===== src/rtl/plc_pkg.sv =====
`default_nettype none

package plc_pkg;

  // Phases of the lock controller.
  typedef enum logic [3:0] {
    PH_SETUP1     = 4'd0,
    PH_SETUP2     = 4'd1,
    PH_IDLE       = 4'd2,
    PH_LOGIN      = 4'd3,
    PH_OPENING    = 4'd4,
    PH_WAITMOTION = 4'd5,
    PH_CLOSING    = 4'd6,
    PH_VERIFY     = 4'd7,
    PH_LOCKOUT    = 4'd8
  } phase_t;

  // Classified input commands passed from the front end to the core.
  typedef enum logic [1:0] {
    OP_BYTE   = 2'd0,
    OP_TICK   = 2'd1,
    OP_MOTION = 2'd2
  } op_t;

  // Input mode codes as they arrive on the mode port.
  localparam logic [1:0] MODE_BYTE   = 2'd0;
  localparam logic [1:0] MODE_TICK   = 2'd1;
  localparam logic [1:0] MODE_MOTION = 2'd2;

  // Result kinds and motor commands.
  localparam logic       KIND_REPLY  = 1'b0;
  localparam logic       KIND_ACT    = 1'b1;
  localparam logic [1:0] MOTOR_STOP  = 2'd0;
  localparam logic [1:0] MOTOR_OPEN  = 2'd1;
  localparam logic [1:0] MOTOR_CLOSE = 2'd2;

  // Marker for a motion level that has not been seen yet.
  localparam logic [1:0] MOTION_UNKNOWN = 2'd3;

  // Protocol characters.
  localparam logic [7:0] CH_PLUS  = 8'h2B;
  localparam logic [7:0] CH_MINUS = 8'h2D;
  localparam logic [7:0] CH_LOCK  = 8'h4C;

  // Configuration register indexes and reset values.
  localparam logic [1:0] REG_ATTEMPT_LIMIT = 2'd0;
  localparam logic [1:0] REG_DOOR_TICKS    = 2'd1;
  localparam logic [1:0] REG_LOCKOUT_TICKS = 2'd2;
  localparam logic [3:0] RST_ATTEMPT_LIMIT = 4'd3;
  localparam logic [7:0] RST_DOOR_TICKS    = 8'd15;
  localparam logic [7:0] RST_LOCKOUT_TICKS = 8'd60;

  // Most results that one command can produce.
  localparam int MAX_RESULTS = 3;

  typedef struct packed {
    op_t        op;
    logic [7:0] data;
  } cmd_t;

  typedef struct packed {
    logic [3:0] attempt_limit;
    logic [7:0] door_ticks;
    logic [7:0] lockout_ticks;
  } cfg_t;

  typedef struct packed {
    logic       kind;
    logic [7:0] reply_byte;
    logic [1:0] motor_cmd;
    logic       buzzer;
    logic       last;
  } result_t;

  // Group of results caused by one command; cnt is the number in use.
  typedef struct packed {
    logic [1:0]                     cnt;
    result_t [MAX_RESULTS-1:0]      res;
  } group_t;

endpackage

`default_nettype wire


===== src/rtl/plc_front.sv =====
`default_nettype none

module plc_front
  import plc_pkg::*;
(
  input  wire logic       clk,
  input  wire logic       rst,
  input  wire logic       push,
  output logic            full,
  input  wire logic [1:0] mode,
  input  wire logic [7:0] value,
  output logic            cmd_valid,
  output cmd_t            cmd,
  input  wire logic       cmd_take
);

  cmd_t       q [2];
  logic       wr_ptr;
  logic       rd_ptr;
  logic [1:0] count;
  logic       accept;
  logic       keep;
  logic       enq;
  logic       deq;
  cmd_t       classified;

  // Classify the incoming item; unused mode codes are accepted and dropped.
  always_comb begin
    classified = '{op: OP_BYTE, data: value};
    keep = 1'b1;
    unique case (mode)
      MODE_BYTE:   classified = '{op: OP_BYTE, data: value};
      MODE_TICK:   classified = '{op: OP_TICK, data: 8'd0};
      MODE_MOTION: classified = '{op: OP_MOTION, data: {7'd0, (value != 8'd0)}};
      default:     keep = 1'b0;
    endcase
  end

  assign full      = (count == 2'd2);
  assign accept    = push && !full;
  assign enq       = accept && keep;
  assign cmd_valid = (count != 2'd0);
  assign deq       = cmd_valid && cmd_take;
  assign cmd       = q[rd_ptr];

  // Two-entry command queue between the front end and the core.
  always_ff @(posedge clk) begin
    if (rst) begin
      wr_ptr <= 1'b0;
      rd_ptr <= 1'b0;
      count  <= 2'd0;
    end else begin
      if (enq) begin
        wr_ptr <= !wr_ptr;
      end
      if (deq) begin
        rd_ptr <= !rd_ptr;
      end
      count <= count + {1'b0, enq} - {1'b0, deq};
    end
  end

  always_ff @(posedge clk) begin
    if (enq) begin
      q[wr_ptr] <= classified;
    end
  end

`ifndef SYNTHESIS
  a_count_bound: assert property (@(posedge clk) disable iff (rst) count != 2'd3)
    else $error("command queue count out of range");
`endif

endmodule

`default_nettype wire


===== src/rtl/plc_core.sv =====
`default_nettype none

module plc_core
  import plc_pkg::*;
#(
  parameter int CODE_LENGTH = 5
) (
  input  wire logic clk,
  input  wire logic rst,
  input  wire cfg_t cfg,
  input  wire logic cmd_valid,
  input  wire cmd_t cmd,
  output logic      cmd_take,
  output logic      grp_valid,
  output group_t    grp,
  input  wire logic grp_ready
);

  localparam int IDX_W = (CODE_LENGTH > 1) ? $clog2(CODE_LENGTH) : 1;
  localparam logic [IDX_W-1:0] IDX_LAST = IDX_W'(CODE_LENGTH - 1);

  phase_t           phase, phase_next;
  logic [IDX_W-1:0] entry_index, entry_index_next;
  logic             mismatch_seen, mismatch_seen_next;
  logic [3:0]       fail_count, fail_count_next;
  logic [7:0]       tick_count, tick_count_next;
  logic [1:0]       prior_motion, prior_motion_next;
  logic             return_to_verify, return_to_verify_next;

  logic [7:0]       code_mem [CODE_LENGTH];
  logic [7:0]       code_rd;
  logic             fire;
  logic             code_wr;
  logic             entry_mode;
  logic             mism;
  logic             ok;
  logic [3:0]       fc_inc;
  logic [7:0]       tc_inc;
  logic             level;
  logic [1:0]       n;

  function automatic result_t mk_reply(input logic [7:0] b);
    mk_reply = '{kind: KIND_REPLY, reply_byte: b, motor_cmd: MOTOR_STOP,
                 buzzer: 1'b0, last: 1'b0};
  endfunction

  function automatic result_t mk_act(input logic [1:0] m, input logic bz);
    mk_act = '{kind: KIND_ACT, reply_byte: 8'd0, motor_cmd: m,
               buzzer: bz, last: 1'b0};
  endfunction

  assign fire      = cmd_valid && grp_ready;
  assign cmd_take  = fire;
  assign grp_valid = fire && (grp.cnt != 2'd0);
  assign code_rd   = code_mem[entry_index];
  assign fc_inc    = (fail_count != 4'd15) ? fail_count + 4'd1 : fail_count;
  assign tc_inc    = (tick_count != 8'hFF) ? tick_count + 8'd1 : tick_count;
  assign level     = cmd.data[0];
  assign entry_mode = (phase == PH_SETUP1) || (phase == PH_SETUP2) ||
                      (phase == PH_LOGIN) || (phase == PH_VERIFY);
  assign code_wr   = fire && (cmd.op == OP_BYTE) && (phase == PH_SETUP1);
  assign mism      = mismatch_seen || (code_rd != cmd.data);
  assign ok        = !mism;

  // Execute one command: next state and the results it produces.
  always_comb begin
    phase_next            = phase;
    entry_index_next      = entry_index;
    mismatch_seen_next    = mismatch_seen;
    fail_count_next       = fail_count;
    tick_count_next       = tick_count;
    prior_motion_next     = prior_motion;
    return_to_verify_next = return_to_verify;
    grp                   = '0;
    n                     = 2'd0;

    unique case (cmd.op)
      OP_BYTE: begin
        if (phase == PH_IDLE) begin
          if (cmd.data == CH_PLUS || cmd.data == CH_MINUS) begin
            fail_count_next    = 4'd0;
            tick_count_next    = 8'd0;
            entry_index_next   = '0;
            mismatch_seen_next = 1'b0;
            phase_next = (cmd.data == CH_PLUS) ? PH_LOGIN : PH_VERIFY;
          end
        end else if (entry_mode) begin
          if (entry_index != IDX_LAST) begin
            entry_index_next   = entry_index + IDX_W'(1);
            mismatch_seen_next = (phase == PH_SETUP1) ? mismatch_seen : mism;
          end else begin
            // The last byte of an entry closes it.
            entry_index_next   = '0;
            mismatch_seen_next = 1'b0;
            unique case (phase)
              PH_SETUP1: phase_next = PH_SETUP2;
              PH_SETUP2: begin
                grp.res[n] = mk_reply({7'd0, ok});
                n = n + 2'd1;
                phase_next = ok ? PH_IDLE : PH_SETUP1;
              end
              default: begin
                if (ok) begin
                  grp.res[n] = mk_reply(8'd1);
                  n = n + 2'd1;
                  grp.res[n] = mk_reply(CH_LOCK);
                  n = n + 2'd1;
                  if (phase == PH_LOGIN) begin
                    tick_count_next = 8'd0;
                    phase_next      = PH_OPENING;
                    grp.res[n] = mk_act(MOTOR_OPEN, 1'b0);
                    n = n + 2'd1;
                  end else begin
                    phase_next = PH_IDLE;
                  end
                end else begin
                  // Failed entry: count it and lock out at the limit.
                  grp.res[n] = mk_reply(8'd0);
                  n = n + 2'd1;
                  grp.res[n] = mk_reply(8'd0);
                  n = n + 2'd1;
                  fail_count_next = fc_inc;
                  if (fc_inc >= cfg.attempt_limit) begin
                    fail_count_next       = 4'd0;
                    tick_count_next       = 8'd0;
                    return_to_verify_next = (phase == PH_VERIFY);
                    phase_next            = PH_LOCKOUT;
                    grp.res[n] = mk_act(MOTOR_STOP, 1'b1);
                    n = n + 2'd1;
                  end
                end
              end
            endcase
          end
        end
      end
      OP_TICK: begin
        if (phase == PH_LOCKOUT) begin
          tick_count_next = tc_inc;
          if (tc_inc >= cfg.lockout_ticks) begin
            tick_count_next    = 8'd0;
            entry_index_next   = '0;
            mismatch_seen_next = 1'b0;
            phase_next = return_to_verify ? PH_VERIFY : PH_LOGIN;
            grp.res[n] = mk_act(MOTOR_STOP, 1'b0);
            n = n + 2'd1;
            grp.res[n] = mk_reply(8'd0);
            n = n + 2'd1;
          end
        end else if (phase == PH_OPENING || phase == PH_CLOSING) begin
          tick_count_next = tc_inc;
          if (tc_inc >= cfg.door_ticks) begin
            tick_count_next = 8'd0;
            grp.res[n] = mk_act(MOTOR_STOP, 1'b0);
            n = n + 2'd1;
            if (phase == PH_OPENING) begin
              prior_motion_next = MOTION_UNKNOWN;
              phase_next        = PH_WAITMOTION;
            end else begin
              phase_next = PH_IDLE;
            end
          end
        end
      end
      OP_MOTION: begin
        if (phase == PH_WAITMOTION) begin
          if ({1'b0, level} != prior_motion) begin
            grp.res[n] = mk_reply({7'd0, level});
            n = n + 2'd1;
            prior_motion_next = {1'b0, level};
          end
          if (!level) begin
            grp.res[n] = mk_reply(8'd0);
            n = n + 2'd1;
            tick_count_next = 8'd0;
            phase_next      = PH_CLOSING;
            grp.res[n] = mk_act(MOTOR_CLOSE, 1'b0);
            n = n + 2'd1;
          end
        end
      end
      default: begin
      end
    endcase

    grp.cnt = n;
    if (n != 2'd0) begin
      grp.res[n - 2'd1].last = 1'b1;
    end
  end

  // Controller state.
  always_ff @(posedge clk) begin
    if (rst) begin
      phase            <= PH_SETUP1;
      entry_index      <= '0;
      mismatch_seen    <= 1'b0;
      fail_count       <= 4'd0;
      tick_count       <= 8'd0;
      prior_motion     <= MOTION_UNKNOWN;
      return_to_verify <= 1'b0;
    end else if (fire) begin
      phase            <= phase_next;
      entry_index      <= entry_index_next;
      mismatch_seen    <= mismatch_seen_next;
      fail_count       <= fail_count_next;
      tick_count       <= tick_count_next;
      prior_motion     <= prior_motion_next;
      return_to_verify <= return_to_verify_next;
    end
  end

  // Stored code, written during the first setup entry.
  always_ff @(posedge clk) begin
    if (code_wr) begin
      code_mem[entry_index] <= cmd.data;
    end
  end

`ifndef SYNTHESIS
  a_index_range: assert property (@(posedge clk) disable iff (rst)
    {1'b0, entry_index} < (IDX_W + 1)'(CODE_LENGTH))
    else $error("entry index beyond code length");
  a_lockout_clear: assert property (@(posedge clk) disable iff (rst)
    (phase == PH_LOCKOUT) |-> (fail_count == 4'd0))
    else $error("failure count not cleared during lockout");
`endif

endmodule

`default_nettype wire


===== src/rtl/plc_out.sv =====
`default_nettype none

module plc_out
  import plc_pkg::*;
(
  input  wire logic       clk,
  input  wire logic       rst,
  input  wire logic       grp_valid,
  input  wire group_t     grp,
  output logic            grp_ready,
  output logic            empty,
  input  wire logic       pop,
  output logic            kind,
  output logic [7:0]      reply_byte,
  output logic [1:0]      motor_cmd,
  output logic            buzzer,
  output logic            last
);

  logic                      busy;
  logic [1:0]                rd_idx;
  logic [1:0]                cnt;
  result_t [MAX_RESULTS-1:0] res;
  result_t                   cur;
  logic                      at_last;
  logic                      load;

  assign at_last   = (rd_idx == cnt - 2'd1);
  assign grp_ready = !busy || (pop && at_last);
  assign load      = grp_valid && grp_ready;
  assign empty     = !busy;
  assign cur       = res[rd_idx];

  assign kind       = cur.kind;
  assign reply_byte = cur.reply_byte;
  assign motor_cmd  = cur.motor_cmd;
  assign buzzer     = cur.buzzer;
  assign last       = cur.last;

  // Walk through the held group one transfer at a time.
  always_ff @(posedge clk) begin
    if (rst) begin
      busy   <= 1'b0;
      rd_idx <= 2'd0;
      cnt    <= 2'd0;
    end else if (load) begin
      busy   <= 1'b1;
      rd_idx <= 2'd0;
      cnt    <= grp.cnt;
    end else if (busy && pop) begin
      if (at_last) begin
        busy <= 1'b0;
      end else begin
        rd_idx <= rd_idx + 2'd1;
      end
    end
  end

  always_ff @(posedge clk) begin
    if (load) begin
      res <= grp.res;
    end
  end

`ifndef SYNTHESIS
  a_idx_in_group: assert property (@(posedge clk) disable iff (rst)
    busy |-> (cnt != 2'd0 && rd_idx < cnt))
    else $error("result index outside held group");
`endif

endmodule

`default_nettype wire


===== src/rtl/password_lock_controller.sv =====
// Items enter a two-entry command queue that separates the input side from the core and result
// stage, at one per cycle while full is low. The core loads an item's results into the result
// stage register that drives the ports; results leave at one per cycle while pop is high.
// An item that causes k results (at most 3) holds the core until its last result is popped.
// Reset (rst, synchronous, active high) clears all control state, loads the registers with
// 3, 15 and 60 and starts in the first setup entry; the stored code is not cleared.
`default_nettype none

module password_lock_controller
  import plc_pkg::*;
#(
  parameter int CODE_LENGTH = 5
) (
  input  wire logic       clk,
  input  wire logic       rst,
  input  wire logic       push,
  output logic            full,
  input  wire logic [1:0] mode,
  input  wire logic [7:0] value,
  output logic            empty,
  input  wire logic       pop,
  output logic            kind,
  output logic [7:0]      reply_byte,
  output logic [1:0]      motor_cmd,
  output logic            buzzer,
  output logic            last,
  input  wire logic       cfg_write,
  input  wire logic [1:0] cfg_index,
  input  wire logic [7:0] cfg_data
);

  cfg_t   cfg;
  logic   cmd_valid;
  cmd_t   cmd;
  logic   cmd_take;
  logic   grp_valid;
  group_t grp;
  logic   grp_ready;

  // Configuration registers.
  always_ff @(posedge clk) begin
    if (rst) begin
      cfg.attempt_limit <= RST_ATTEMPT_LIMIT;
      cfg.door_ticks    <= RST_DOOR_TICKS;
      cfg.lockout_ticks <= RST_LOCKOUT_TICKS;
    end else if (cfg_write) begin
      unique case (cfg_index)
        REG_ATTEMPT_LIMIT: cfg.attempt_limit <= cfg_data[3:0];
        REG_DOOR_TICKS:    cfg.door_ticks    <= cfg_data;
        REG_LOCKOUT_TICKS: cfg.lockout_ticks <= cfg_data;
        default: begin
        end
      endcase
    end
  end

  plc_front u_front (
    .clk       (clk),
    .rst       (rst),
    .push      (push),
    .full      (full),
    .mode      (mode),
    .value     (value),
    .cmd_valid (cmd_valid),
    .cmd       (cmd),
    .cmd_take  (cmd_take)
  );

  plc_core #(
    .CODE_LENGTH (CODE_LENGTH)
  ) u_core (
    .clk       (clk),
    .rst       (rst),
    .cfg       (cfg),
    .cmd_valid (cmd_valid),
    .cmd       (cmd),
    .cmd_take  (cmd_take),
    .grp_valid (grp_valid),
    .grp       (grp),
    .grp_ready (grp_ready)
  );

  plc_out u_out (
    .clk        (clk),
    .rst        (rst),
    .grp_valid  (grp_valid),
    .grp        (grp),
    .grp_ready  (grp_ready),
    .empty      (empty),
    .pop        (pop),
    .kind       (kind),
    .reply_byte (reply_byte),
    .motor_cmd  (motor_cmd),
    .buzzer     (buzzer),
    .last       (last)
  );

endmodule

`default_nettype wire


===== config.mk =====
export PLATFORM = sky130hd
export DESIGN_NAME = password_lock_controller
export DESIGN_NICKNAME = d
export VERILOG_FILES = /design/src/rtl/plc_pkg.sv /design/src/rtl/plc_front.sv /design/src/rtl/plc_core.sv /design/src/rtl/plc_out.sv /design/src/rtl/password_lock_controller.sv
export SDC_FILE = /design/constraint.sdc
export NUM_CORES = 1
export LEC_CHECK = 0
export BUFFER_PORTS_ARGS = -buffer_cell sky130_fd_sc_hd__buf_2
export CAP_MARGIN = 20
export CELL_PAD_IN_SITES_DETAIL_PLACEMENT = 0
export CELL_PAD_IN_SITES_GLOBAL_PLACEMENT = 1
export CORE_ASPECT_RATIO = 0.6
export CORE_MARGIN = 2
export CORE_UTILIZATION = 50
export CTS_CLUSTER_DIAMETER = 50
export DETAILED_ROUTE_END_ITERATION = 10
export GPL_ROUTABILITY_DRIVEN = 0
export PLACE_DENSITY = 0.89
export SLEW_MARGIN = 10
export SYNTH_ARGS = -nofsm -noshare
export SYNTH_HDL_FRONTEND = slang
export SYNTH_SLANG_ARGS = --single-unit

===== constraint.sdc =====
create_clock -name clk -period 10.47 [get_ports clk]
set_clock_uncertainty 0.2 [all_clocks]
set_input_delay 1.047 -clock clk [delete_from_list [all_inputs] [get_ports clk]]
set_output_delay 1.047 -clock clk [all_outputs]
set_load 0.02 [all_outputs]

# Word-level counts from Yosys, hierarchy flattened
# Memory sizes are Yosys's and may differ from the RTL's. A register that Yosys moved wholly into a read port is not among the register bits.
# Index checks and enable logic that the tools add are counted.
totals:
  register_bits: 91
  n_memories: 2
  in_bits: 25
  wordCells: 286
  mem_bits_rw: 60
classes:
  bitwise: 9
  magnitude_cmp: 10
  n_mux: 124
  addsub: 10
  eq_ne: 46
  n_reduce_logical: 54
memory_table:
  columns: ["memory", "depth", "width", "read_ports", "rd_clocked_by_memory_dff", "wr", "line_no", "text"]
  rows:
  - ["u_core.code_mem", 5, 8, 1, 1, 1, "plc_core.sv:30", "logic [7:0] code_mem [CODE_LENGTH];"]
  - ["u_front.q", 2, 10, 1, 1, 1, "plc_front.sv:17", "cmd_t q [2];"]
op_table:
  columns: ["op", "count"]
  rows:
  - ["2-to-1 mux 39 bit", 7]
  - ["2-to-1 mux 13 bit", 11]
  - ["2-to-1 mux 8 bit", 15]
  - ["2-to-1 mux 4 bit", 20]
  - ["demux 13 bit (select 2 bit)", 3]
  - ["case mux 26 bit (3 select lines)", 1]
  - ["case mux 13 bit (2 select lines)", 2]
  - ["bitwise AND 13 x 39 -> 39 bit", 1]
  - ["bitwise mux 39 bit", 1]
  - ["NOT 39 bit", 1]
  - ["2-to-1 mux 3 bit", 12]
  - ["2-to-1 mux 2 bit", 17]
  - ["bitwise AND 33 bit", 1]
  - ["NOT 33 bit", 1]
  - ["binary-select mux 13 bit (select 2 bit)", 1]
  - ["2-to-1 mux 26 bit", 1]
  - ["case mux 8 bit (3 select lines)", 1]
  - ["2-to-1 mux 1 bit", 23]
  - ["AND reduction 11 bit", 2]
  - ["case mux 10 bit (2 select lines)", 1]
  - ["inequality test 2 x 1 -> 1 bit, second input constant", 9]
  - ["== test 4 x 3 -> 1 bit, second input constant", 4]
  - ["== test 8 x 6 -> 1 bit, second input constant", 2]
  - [">= comparator 8 bit", 2]
  - ["other kinds (49)", 114]

# Longest topological paths before layout
depth:
  depth_word: 17
  depth_mapped: 16
  depth_no_buf: 16

# Hierarchy
# From an unflattened synthesis, not the netlist that was laid out.
hier_totals:
  hier_cells: 732
  area_unflattened_um2: 8094.0
by_module_without_submodules:
  columns: ["module", "cells_each", "n_inst", "area_per_inst_um2", "seq_area_each_um2"]
  rows:
  - ["plc_core", 459, 1, 4431.8, 1721.7]
  - ["plc_out", 118, 1, 1741.7, 1271.2]
  - ["plc_front", 73, 1, 1081.0, 700.7]
  - ["password_lock_controller", 82, 1, 839.6, 400.4]

# Least setup slack after synthesis
# OpenSTA, ideal clock, no wires.
synth_timing:
  path_type: "reg2reg"
  from: "register u_core.tick_count[0]"
  to: "register u_out.res[0] (netlist bit), enable pin"
  setup_time_ns: 0.346
  setup_slack_ns: 7.001
  stages_incl_launch_ff: 16
  period_less_slack_ns: 3.469
  arrival_ns: 2.923
  n_path_buf: 0
  path_cell_list: "dfxtp_1 > ha_1 > nand2_1 > nor2_1 > nand3_1 > nand2b_1 > nor2_1 > xor2_1 > ha_1 > a21o_1 > a21o_1 > a21oi_1 > o21a_1 > o41ai_1 > o21ai_0 > inv_1"
synth_via:
  elab_chain_cells: 10
  word_cells_on_any_way: 13
  classes_between: "add/sub: 1; order compare: 2; eq/ne: 1; mux: 6; reduce/logical: 3"
synth_lines:
  columns: ["item", "line_no", "text"]
  rows:
  - ["start, declared", "plc_core.sv:26", "logic [7:0] tick_count, tick_count_next;"]
  - ["start signal, assigned", "plc_core.sv:207", "tick_count <= tick_count_next;"]
  - ["adder 8 x 1 -> 8 bit / inequality test 8 bit (equally long branches)", "plc_core.sv:57", "assign tc_inc = (tick_count != 8'hFF) ? tick_count + 8'd1 : tick_count;"]
  - ["2-to-1 mux 8 bit *", "plc_core.sv:57", null]
  - [">= comparator 8 bit", "plc_core.sv:152", "if (tc_inc >= cfg.door_ticks) begin"]
  - ["2-to-1 mux 1 bit", "plc_core.sv:152", null]
  - ["2-to-1 mux 2 bit", "plc_core.sv:150", "end else if (phase == PH_OPENING || phase == PH_CLOSING) begin"]
  - ["2-to-1 mux 2 bit *", "plc_core.sv:138", "if (phase == PH_LOCKOUT) begin"]
  - ["case mux 2 bit (3 select lines) *", "plc_core.sv:77", "unique case (cmd.op)"]
  - ["nonzero test 2 bit *", "plc_core.sv:54", "assign grp_valid = fire && (grp.cnt != 2'd0);"]
  - ["logical AND 1 bit *", "plc_core.sv:54", null]
  - ["logical AND 1 bit *", "plc_out.sv:30", "assign load = grp_valid && grp_ready;"]
  - ["net u_out.load", "plc_out.sv:26", "logic load;"]
  - ["end signal, assigned", "plc_out.sv:61", "res <= grp.res;"]
  - ["end, declared", "plc_out.sv:23", "result_t [MAX_RESULTS-1:0] res;"]
# The timed path passes the listed nets; every way through them passes the cells marked *.
# A chain may end at the register's enable or synchronous reset.

# Worst setup path in the final report
layout_timing:
  from: "register u_core.tick_count[0]"
  to: "register u_out.res[38] (netlist bit), enable pin"
# The elaborated chain is that of the path after synthesis.

==> reports/results.ini <==
[global_routing]
use_met2=0.331
grt_max_degree=41
busiest_layer=met2
grt_antenna_before_repair=0
grt_pass1_vias=4917
met1_usage=0.329
use_met3=0.0701
grt-ovfl-total=0
track_usage=0.227
grt_pass1_wl_um=25200

[cts]
cts_setup_buffers=0
h-tree-depth=4
numCtsBuffers=17
clockBufferDepth=2
cts_hold_buf=0
cts_tree=yes
worstSkewPairLatency_ns=0.41
path_clk_slew_ns=0.06
cts.sinks=127
cts-root-buf=clkbuf_16
cts-resized-gates=0

[cells_and_area]
layout.nets=759
stdcell_count=884
n_fill_cell=1084
drive_gt1_frac=0.130
syn_to_final_growth_pct=13.1
diodes=0
utilization=0.588

[synthesis]
ys_types=67
syn_inst=671
syn_area_um2=6790
ys_seq_area_frac=0.479
yosys.area.top_type=edfxtp_1
synth_area_per_cell_um2=10.1
ys_seq_elements=127
synthArstFlopShare=0
synthTopCellsByArea=edfxtp_1 (31%), dfxtp_1 (17%), ha_1 (6.1%)
netlist.area_leader.share=0.314
synth-edff-count=71
synthFlopType=edfxtp_1
yosys_warnings=0

[detailed_routing]
drc_errors=0
vias_per_cell=5.92
routed_wl_um=15800
vias=5237
drt_iter0_drc=563
drtPass1Iterations=6
drtAntennaViolNets=0
routedWlPerCell_um=17.9

[power]
vdd_drop_max_uv=127
total_leakage_power_nw=3.07
power_density_nw_per_um2=214

[hold_path]
hold_path_end=cfg[15]$_SDFFE_PP0P_
hp-start=cfg[15]$_SDFFE_PP0P_
whs_path_depth=2
hp-class=register to register

[place]
place_ws_ns=6.36
port-buffer-count=35
dp_cells=852
dp_hpwl_um=11500

[die]
core_um2=13100
rows=32
die_h_um=94.3
die_w_um=154
initial_utilization=0.520
die_area_um2=14600
ios=40

[critical_path]
cp-end-kind=register
critical_path_class=register to register
cp.arrival_ns=4.06
reg2reg_depth=15
ff2ff_setup_slack_ns=6.27
worst_setup_path_start_kind=register
cp_max_fo=13
r2r-start=u_core.tick_count[0]$_SDFFE_PP0P_
crit_required_ns=10.33
r2r_end=u_out.res[38]$_SDFFCE_PN0P_

[timing]
max_freq_mhz=238
tightest_slew_ns=0.989
hold_viol=0
slew_viol_final=0
setup_tns_ns=0
worst_slack_ns=6.27
timing.final.crit_period_ns=4.20
setup_viol=0
slew_headroom=0.322
period_share=0.401
rsz0062_at_grt=false

[job]
maxCapViolCount=0

[status]
status=completed

-- worst max-delay path by stage --
stage / startpoint / end
finish: u_core.tick_count[0]$_SDFFE_PP0P_ / u_out.res[38]$_SDFFCE_PN0P_
global route: u_core.tick_count[0]$_SDFFE_PP0P_ / u_out.res[25]$_SDFFCE_PP0P_
CTS: u_core.tick_count[0]$_SDFFE_PP0P_ / u_out.res[27]$_SDFFCE_PN0P_
detailed placement: u_core.tick_count[0]$_SDFFE_PP0P_ / u_out.res[25]$_SDFFCE_PP0P_
global placement: u_core.tick_count[0]$_SDFFE_PP0P_ / u_out.res[20]$_SDFFCE_PP0P_
floorplan: u_core.tick_count[0]$_SDFFE_PP0P_ / u_out.res[0]$_SDFFCE_PN0P_
-- where the power goes --
part | switching [W] | total, W | internal, W
Sequential | 0.0000432 | 0.000626 | 0.000583
Clock | 0.000207 | 0.000627 | 0.000420
Combinational | 0.000244 | 0.000386 | 0.000142
Total | 0.000494 | 0.00164 | 0.00115
-- layer usage --
layer / share of wire / vias up / wire [µm]
met5: 0 / - / 0
met4: 0.0092 / 0 / 145
met3: 0.10 / 17 / 1650
met2: 0.41 / 242 / 6460
met1: 0.48 / 2501 / 7550
li1: - / 2477 / -
-- registers in the layout, indices dropped and copies added (netlist names), 3 cells and up, named ones only --
name,count
cfg,20
u_core.code_mem,40
u_core.entry_index,3
u_core.fail_count,4
u_core.phase,4
u_core.tick_count,8
u_front.q,20
u_out.res,11
-- critical path, stage by stage, from the launching register on --
cell,delay (ns)
dfxtp_1,0.43
ha_1,0.23
nand2_1,0.10
nor2_1,0.17
nand3_1,0.20
nand2b_1,0.18
nor2_1,0.07
xor2_1,0.18
ha_1,0.32
a21o_1,0.11
a21o_1,0.11
a21oi_1,0.09
o21a_1,0.16
o41ai_1,0.62
o21ai_0,0.26
inv_1,0.41
-- metrics by stage --
stage	total power, W	cell area, µm²	hold WS [ns]
2_1_floorplan	0.000916	6800	0.248
3_3_place_gp	0.000993	7050	0.277
3_5_place_dp	0.00101	7050	0.289
4_1_cts	0.00163	7680	0.301
5_1_grt	0.00171	7680	0.324
6_report	0.00164	7680	0.294
-- cell families (layout without fill, tap and decap cells) --
family	count (synthesis)	after routing	share of synthesized area
adders and majority gates	34	34	0.0623
muxes	52	52	0.0822
DFF	127	127	0.479
and+or+nand+nor	244	244	0.183
xor gates and xnor gates	15	15	0.0194
other	1	4	0.000552
AOI/OAI and AO/OA	126	126	0.125
buffers and inverters	72	112	0.0481
-- area by class of cell --
type,count,area (µm²),area share
multi-input combinational,475,3220,0.419
inverter,40,150,0.0196
clock buffer,20,437,0.0569
clock inverter,12,191,0.0249
sequential,127,3250,0.424
timing repair buffer,40,213,0.0277
tap,170,213,0.0277
-- layout by cell type, fill, tap and decap left out, types with 9 or more instances in the layout --
master,count
edfxtp_1,71
nand2_1,60
dfxtp_1,56
nor2_1,47
inv_1,40
mux2i_1,40
buf_2,35
ha_1,33
a21oi_1,32
o21ai_0,31
nor3_1,29
nand3_1,19
clkbuf_16,17
nand2b_1,14
nor2b_1,12
a21o_1,11
and2_1,11
o21a_1,9
xnor2_1,9
mux2_2,9
-- Yosys cell counts (all sizes together), types with 2 or more instances --
cell	count
xor2	6
nand3	19
a211o	3
or4b	2
a31o	4
nand2b	14
mux2	10
o211ai	4
a211oi	8
nand4	7
nor2	47
o21a	9
or4	3
ha	33
nor3b	7
and2	11
mux4	2
o31ai	2
or2	4
nor3	29
o22ai	2
inv	40
clkbuf	17
a22oi	3
dfxtp	56
edfxtp	71
or3	7
a21oi	32
xnor2	9
nand2	60
o21bai	2
buf	15
o21ai	31
o41ai	2
nand3b	6
a21o	11
a2111oi	2
mux2i	40
nor4	4
and3	7
nor2b	12
Power figures use the tool's default switching activity.
